<file path="config.mk">
export PLATFORM = sky130hd
export DESIGN_NAME = segment_pair_distance_cache
export DESIGN_NICKNAME = d
export VERILOG_FILES = /design/src/rtl/spdc_pkg.sv /design/src/rtl/spdc_match.sv /design/src/rtl/segment_pair_distance_cache.sv
export SDC_FILE = /design/constraint.sdc
export NUM_CORES = 1
export LEC_CHECK = 0
export BUFFER_PORTS_ARGS = -buffer_cell sky130_fd_sc_hd__buf_2
export CAP_MARGIN = 20
export CORE_MARGIN = 3
export CORE_UTILIZATION = 55
export DETAILED_ROUTE_END_ITERATION = 8
export PLACE_DENSITY = 0.85
export SLEW_MARGIN = 20
export SYNTH_ARGS = -nofsm -noshare
export SYNTH_HDL_FRONTEND = slang
export SYNTH_SLANG_ARGS = --single-unit
</file>
<file path="constraint.sdc">
create_clock -name aclk -period 12.3 [get_ports aclk]
set_input_delay 2.46 -clock aclk [delete_from_list [all_inputs] [get_ports aclk]]
set_output_delay 2.46 -clock aclk [all_outputs]
set_load 0.02 [all_outputs]
</file>
<file path="src/rtl/spdc_pkg.sv">
// Package with the shared types, operation codes and constants of the distance cache.
package spdc_pkg;

    localparam int ENTRIES_DEFAULT = 8;

    localparam int SEG_W  = 15;
    localparam int LEN_W  = 16;
    localparam int DIST_W = 32;
    localparam int THR_W  = 31;

    localparam logic [1:0] KIND_FLUSH  = 2'd0;
    localparam logic [1:0] KIND_ADD    = 2'd1;
    localparam logic [1:0] KIND_LOOKUP = 2'd2;

    localparam logic [THR_W-1:0]  MIN_DIST_RESET = 31'd5242880;
    localparam logic [DIST_W-1:0] MISS_DISTANCE  = 32'hFFFF_FFFF;

    typedef struct packed {
        logic [SEG_W-1:0] first_segment;
        logic [SEG_W-1:0] second_segment;
    } key_t;

    typedef struct packed {
        key_t              key;
        logic [LEN_W-1:0]  path_length;
        logic [DIST_W-1:0] distance;
    } entry_t;

endpackage

</file>
<file path="src/rtl/spdc_match.sv">
// Key comparator shared by every step of the entry walk.
module spdc_match (
    input  spdc_pkg::key_t   key,
    input  spdc_pkg::entry_t entry,
    input  logic             live,
    output logic             hit
);
    import spdc_pkg::*;

    assign hit = live
               && (entry.key.first_segment == key.first_segment)
               && (entry.key.second_segment == key.second_segment);

endmodule

</file>
<file path="src/rtl/segment_pair_distance_cache.sv">
// Fully associative result cache keyed by segment pairs, walked one entry per cycle.
// Flush, unknown kinds and stored adds skip the walk; their result is registered from the response state.
// Lookups and invalidating adds walk the entry memory through its single read port,
// and a lookup stops at its first hit. One item at a time.
// Synchronous active-low reset clears the valid marks, the write pointer and the last
// path length and loads the threshold with 80.0; entry contents are not reset.
module segment_pair_distance_cache #(
    parameter int ENTRIES = spdc_pkg::ENTRIES_DEFAULT
) (
    input  logic        aclk,
    input  logic        aresetn,
    input  logic        cfg_wr_en,
    input  logic [30:0] cfg_wr_data,
    input  logic        s_valid,
    output logic        s_ready,
    input  logic [1:0]  s_kind,
    input  logic [14:0] s_first_segment,
    input  logic [14:0] s_second_segment,
    input  logic [15:0] s_path_length_in,
    input  logic [31:0] s_distance_in,
    output logic        m_valid,
    input  logic        m_ready,
    output logic        m_hit,
    output logic [31:0] m_distance_out,
    output logic [15:0] m_path_length_out
);
    import spdc_pkg::*;

    localparam int IDX_W = (ENTRIES > 1) ? $clog2(ENTRIES) : 1;
    localparam int CNT_W = $clog2(ENTRIES + 1);

    typedef enum logic [1:0] {ST_IDLE, ST_SCAN, ST_RESP} state_t;

    state_t              state_reg, state_next;
    logic [THR_W-1:0]    min_dist_reg, min_dist_next;
    logic [ENTRIES-1:0]  valid_reg, valid_next;
    logic [IDX_W-1:0]    wp_reg, wp_next;
    logic [LEN_W-1:0]    last_len_reg, last_len_next;
    key_t                key_reg, key_next;
    logic                lookup_reg, lookup_next;
    logic [CNT_W-1:0]    issue_reg, issue_next;
    logic [IDX_W-1:0]    chk_idx_reg, chk_idx_next;
    logic                chk_live_reg, chk_live_next;
    logic                res_hit_reg, res_hit_next;
    logic [DIST_W-1:0]   res_dist_reg, res_dist_next;
    logic                m_valid_reg, m_valid_next;
    logic                m_hit_reg, m_hit_next;
    logic [DIST_W-1:0]   m_dist_reg, m_dist_next;
    logic [LEN_W-1:0]    m_len_reg, m_len_next;

    entry_t              mem [ENTRIES];
    entry_t              rd_data_reg;
    entry_t              wr_entry;
    logic                mem_we;
    logic                rd_en;
    logic                store_add;
    logic                match;

    assign store_add = $signed(s_distance_in) > $signed({1'b0, min_dist_reg});

    assign wr_entry.key.first_segment  = s_first_segment;
    assign wr_entry.key.second_segment = s_second_segment;
    assign wr_entry.path_length        = s_path_length_in;
    assign wr_entry.distance           = s_distance_in;

    spdc_match u_match (
        .key   (key_reg),
        .entry (rd_data_reg),
        .live  (chk_live_reg && valid_reg[chk_idx_reg]),
        .hit   (match)
    );

    always_comb begin
        state_next    = state_reg;
        min_dist_next = cfg_wr_en ? cfg_wr_data : min_dist_reg;
        valid_next    = valid_reg;
        wp_next       = wp_reg;
        last_len_next = last_len_reg;
        key_next      = key_reg;
        lookup_next   = lookup_reg;
        issue_next    = issue_reg;
        chk_idx_next  = chk_idx_reg;
        chk_live_next = chk_live_reg;
        res_hit_next  = res_hit_reg;
        res_dist_next = res_dist_reg;
        m_valid_next  = m_valid_reg && !m_ready;
        m_hit_next    = m_hit_reg;
        m_dist_next   = m_dist_reg;
        m_len_next    = m_len_reg;
        mem_we        = 1'b0;
        rd_en         = 1'b0;

        case (state_reg)
            ST_IDLE: begin
                if (s_valid) begin
                    key_next.first_segment  = s_first_segment;
                    key_next.second_segment = s_second_segment;
                    lookup_next   = (s_kind == KIND_LOOKUP);
                    issue_next    = '0;
                    chk_live_next = 1'b0;
                    res_hit_next  = 1'b0;
                    res_dist_next = MISS_DISTANCE;
                    case (s_kind)
                        KIND_FLUSH: begin
                            valid_next = '0;
                            wp_next    = '0;
                            state_next = ST_RESP;
                        end
                        KIND_ADD: begin
                            if (store_add) begin
                                mem_we            = 1'b1;
                                valid_next[wp_reg] = 1'b1;
                                wp_next = (wp_reg == IDX_W'(ENTRIES - 1)) ? '0 : wp_reg + 1'b1;
                                last_len_next     = s_path_length_in;
                                state_next        = ST_RESP;
                            end else begin
                                state_next = ST_SCAN;
                            end
                        end
                        KIND_LOOKUP: begin
                            state_next = ST_SCAN;
                        end
                        default: begin
                            state_next = ST_RESP;
                        end
                    endcase
                end
            end
            ST_SCAN: begin
                rd_en         = (issue_reg < CNT_W'(ENTRIES));
                chk_live_next = rd_en;
                chk_idx_next  = issue_reg[IDX_W-1:0];
                if (rd_en) begin
                    issue_next = issue_reg + 1'b1;
                end
                if (match) begin
                    if (lookup_reg) begin
                        res_hit_next  = 1'b1;
                        res_dist_next = rd_data_reg.distance;
                        last_len_next = rd_data_reg.path_length;
                        chk_live_next = 1'b0;
                        state_next    = ST_RESP;
                    end else begin
                        valid_next[chk_idx_reg] = 1'b0;
                    end
                end else if (!chk_live_reg && !rd_en) begin
                    state_next = ST_RESP;
                end
            end
            ST_RESP: begin
                if (!m_valid_reg || m_ready) begin
                    m_valid_next = 1'b1;
                    m_hit_next   = res_hit_reg;
                    m_dist_next  = res_dist_reg;
                    m_len_next   = last_len_reg;
                    state_next   = ST_IDLE;
                end
            end
            default: begin
                state_next = ST_IDLE;
            end
        endcase
    end

    always_ff @(posedge aclk) begin
        if (!aresetn) begin
            state_reg    <= ST_IDLE;
            min_dist_reg <= MIN_DIST_RESET;
            valid_reg    <= '0;
            wp_reg       <= '0;
            last_len_reg <= '0;
            issue_reg    <= '0;
            chk_live_reg <= 1'b0;
            m_valid_reg  <= 1'b0;
        end else begin
            state_reg    <= state_next;
            min_dist_reg <= min_dist_next;
            valid_reg    <= valid_next;
            wp_reg       <= wp_next;
            last_len_reg <= last_len_next;
            issue_reg    <= issue_next;
            chk_live_reg <= chk_live_next;
            m_valid_reg  <= m_valid_next;
        end
        key_reg      <= key_next;
        lookup_reg   <= lookup_next;
        chk_idx_reg  <= chk_idx_next;
        res_hit_reg  <= res_hit_next;
        res_dist_reg <= res_dist_next;
        m_hit_reg    <= m_hit_next;
        m_dist_reg   <= m_dist_next;
        m_len_reg    <= m_len_next;
    end

    always_ff @(posedge aclk) begin
        if (mem_we) begin
            mem[wp_reg] <= wr_entry;
        end
        if (rd_en) begin
            rd_data_reg <= mem[issue_reg[IDX_W-1:0]];
        end
    end

    assign s_ready           = (state_reg == ST_IDLE);
    assign m_valid           = m_valid_reg;
    assign m_hit             = m_hit_reg;
    assign m_distance_out    = m_dist_reg;
    assign m_path_length_out = m_len_reg;

endmodule

</file>
==> metrics.md <==
| Metric | Value |
|---|---|
| Slowest cell on crit path | `buf_4` |
| Grt total ovfl | `0` |
| Ys Warns | `0` |
| Largest net degree at the start of global routing | `67` |
| Seq pwr share | `0.537` |
| Critical path cell sequence | `buf_2, ha_1, nand3_1, nor3_1, nand3_1, a31oi_4, o21ai_1, nor4_2, buf_4, buf_4` |
| Comb power frac | `0.038` |
| Most frequent cells in the layout | `818 x edfxtp_1, 166 x buf_2, 156 x mux4_2` |
| Sw Ratio | `0.201` |
| HP Class | `register to register` |
| CTS tree | `done` |
| Die Ht | `253 um` |
| CP Launch Type | `input pin` |
| Die width | `253 um` |
| Crit-path max cell delay | `0.73 ns` |
| Post-synthesis sequential area ratio | `0.771` |
| Post-DR wirelength/cell | `28.3 um` |
| Count of maximum capacitance violations | `0` |
| Netlist Area Pre-Place | `33600 sq um` |
| Area leader, netlist | `edfxtp_1` |
| Commonest non-fill, non-tap cell in the layout | `edfxtp_1` |
| Required @ worst endpoint | `12.53 ns` |
| Fmax | `0.168 GHz` |
| Synth top area cells | `edfxtp_1 73%, mux4_2 10%, dfxtp_1 3.9%` |
| Clock Power Share | `0.426` |
| Slew margin rel. | `0.236` |
| IO Port Bufs | `166` |
| Setup Fix Bufs, Post-CTS | `0` |
| Synth Register Bits | `884` |
| Post-Syn Nets | `1764` |
| Final worst path period share | `0.484` |
| Final Max Tran Viols | `0` |
| Initial antenna violation count | `17` |
| Post-synth EDFFs | `818` |
| Layout cells sized above 1 | `0.306` |
| Final Skew | `0.0242 ns` |
| Post-synth top flop | `edfxtp_1` |
| Area occupied by multi-input gates | `7250 sq um` |
| Clock buffer depth | `3` |
| Post-CTS sizing | `0` |
| Worst slack at placement | `5.81 ns` |
| Net Sw Power | `1250 uW` |
| Root Buffer | `clkbuf_16` |
| Minimum clock period | `5.96 ns` |
| Internal power | `4980 uW` |
| Antenna viol nets, final | `0` |
| RSZ-0062 raised after global routing | `no` |
| Core area | `59700 sq um` |
| Critical path endpoint category | `register` |
| Post-Route Setup TNS | `0 ns` |
| Total Nets Final | `1972` |
| Clock transition at path regs | `0.06 ns` |
| Cts hold-fix bufs | `0` |
| 1st-iter DRT viols | `2141` |
| Depth of the CTS H-tree | `3` |
| TritonCTS buffer count | `81` |
| Hold Violations, Final | `0` |
| DR pass1 iterations | `6` |
| P_leak | `0.0121 uW` |
| Mean Syn Cell Area | `20.8 sq um` |
| Clk sink count | `884` |
| Crit path max-delay family | `buffers and inverters` |
| DRC | `0` |
| Fill count | `3650` |
| First-pass GRT wire length | `114 mm` |
| Max FFs per register | `624` |
| Synth-to-layout area growth | `13.8%` |
| Crit path max fanout | `43` |
| Register Area | `25900 sq um` |
| Initial Util | `0.562` |
| DP HPWL | `40.8 mm` |
| Status | `finished clean` |
| Worst setup margin | `6.34 ns` |
| Vias per inst | `6.34` |
| Global-route usage over all layers | `0.241` |
| GP Congestion | `0.780` |
| Post-synth cell types | `55` |
| Top cell type's share of synthesized area | `0.732` |
| Pwr Density | `163 nW/um^2` |
| Clock latency on the worst-skew pair | `0.62 ns` |
| Cells after Synth | `1611` |
| Critical path data arrival time | `6.18 ns` |
| Via Count | `16938` |
| VDD IR max | `138 uV` |
| Die area | `64000 sq um` |
| Vias in the first global route | `17842` |
| Worst Path Buf+Inv | `3` |
| Async SR Flop Fraction | `0` |
| Final WL | `75.7 mm` |
| I/O Pins | `167` |
| Final Setup Violations | `0` |
| Worst-Margin Slew | `1.15 ns` |
| Crit Path Class | `input pin to register` |
| FP Rows | `89` |
metal layers:
layer  vias to the layer above  global-route usage  routed length, um
met2                      1002               0.407              38900
li1                       6989                   -                  -
met4                         2              0.0895               2680
met3                       204              0.0465               6620
met5                         -                   0                  7
met1                      8741               0.316              27500
worst reg2reg max path, delay by kind of cell (launching register included):
kind	cells	cell delay [ns]
adder cells (fa/ha/maj)	1	0.31
buffers and inverters	3	1.32
AND/OR/NAND/NOR	4	1.28
flip-flops	1	0.33
AO/OA/AOI/OAI	2	0.70
Yosys cell counts (all sizes together), types with 13 or more instances:
cell / n
edfxtp: 818
mux4: 156
mux2: 80
dfxtp: 66
inv: 49
mux2i: 47
clkbuf: 41
nor2: 41
ha: 37
nand2b: 37
a21oi: 31
xnor2: 30
buf: 28
a311oi: 17
nand2: 17
nand4: 13
o21ai: 13
power groups by stage:
| stage | Clock, uW | Sequential, uW | Combinational [uW] |
|---|---|---|---|
| after global routing | 2790 | 3340 | 253 |
| final | 2650 | 3340 | 234 |
| after global placement | 0 | 3400 | 215 |
| after detailed placement | 0 | 3410 | 227 |
| after CTS | 2680 | 3340 | 233 |
| after floorplan | 0 | 3410 | 123 |
worst paths after layout:
kind	slack, ns	depth (start not counted)	startpoint	end
min reg2reg	0.42	0	res_dist_reg[26]	m_distance_out[26]
max reg2reg	7.97	10	min_dist_reg[29]	mem[7][36]
min	0.42	0	res_dist_reg[26]	m_distance_out[26]
max	6.34	10	s_distance_in[30]	mem[7][36]
cells by family (layout without fill, tap and decap cells):
kind of cell	Yosys count	after routing	share of synthesized area
flip-flops	884	884	0.771
buffers and inverters	121	397	0.0148
adder cells (fa/ha/maj)	37	37	0.0138
other	0	11	0
multiplexers	283	283	0.146
XOR/XNOR	30	30	0.00783
AO/OA/AOI/OAI	109	109	0.0239
AND/OR/NAND/NOR	147	147	0.0229
cell type report:
class	count	area share
multi-input cells	606	0.190
inverters	52	0.00514
clock buffers	109	0.0591
flip-flops and latches	884	0.678
repair buffers	194	0.0276
clock inverters	42	0.0146
well taps	773	0.0253
diodes	11	0.000720
stage by stage:
step,total power [uW],instance area (sq um),std cells,util,hold slack [ns]
final,6230,38200,2671,0.640,0.419
after global placement,3620,35300,2508,0.592,0.401
after CTS,6250,38200,2659,0.639,0.419
after floorplan,3530,33600,1611,-,0.400
after global routing,6380,38200,2668,0.640,0.424
after detailed placement,3630,35300,2508,0.592,0.405
Power figures use the tool's default switching activity.
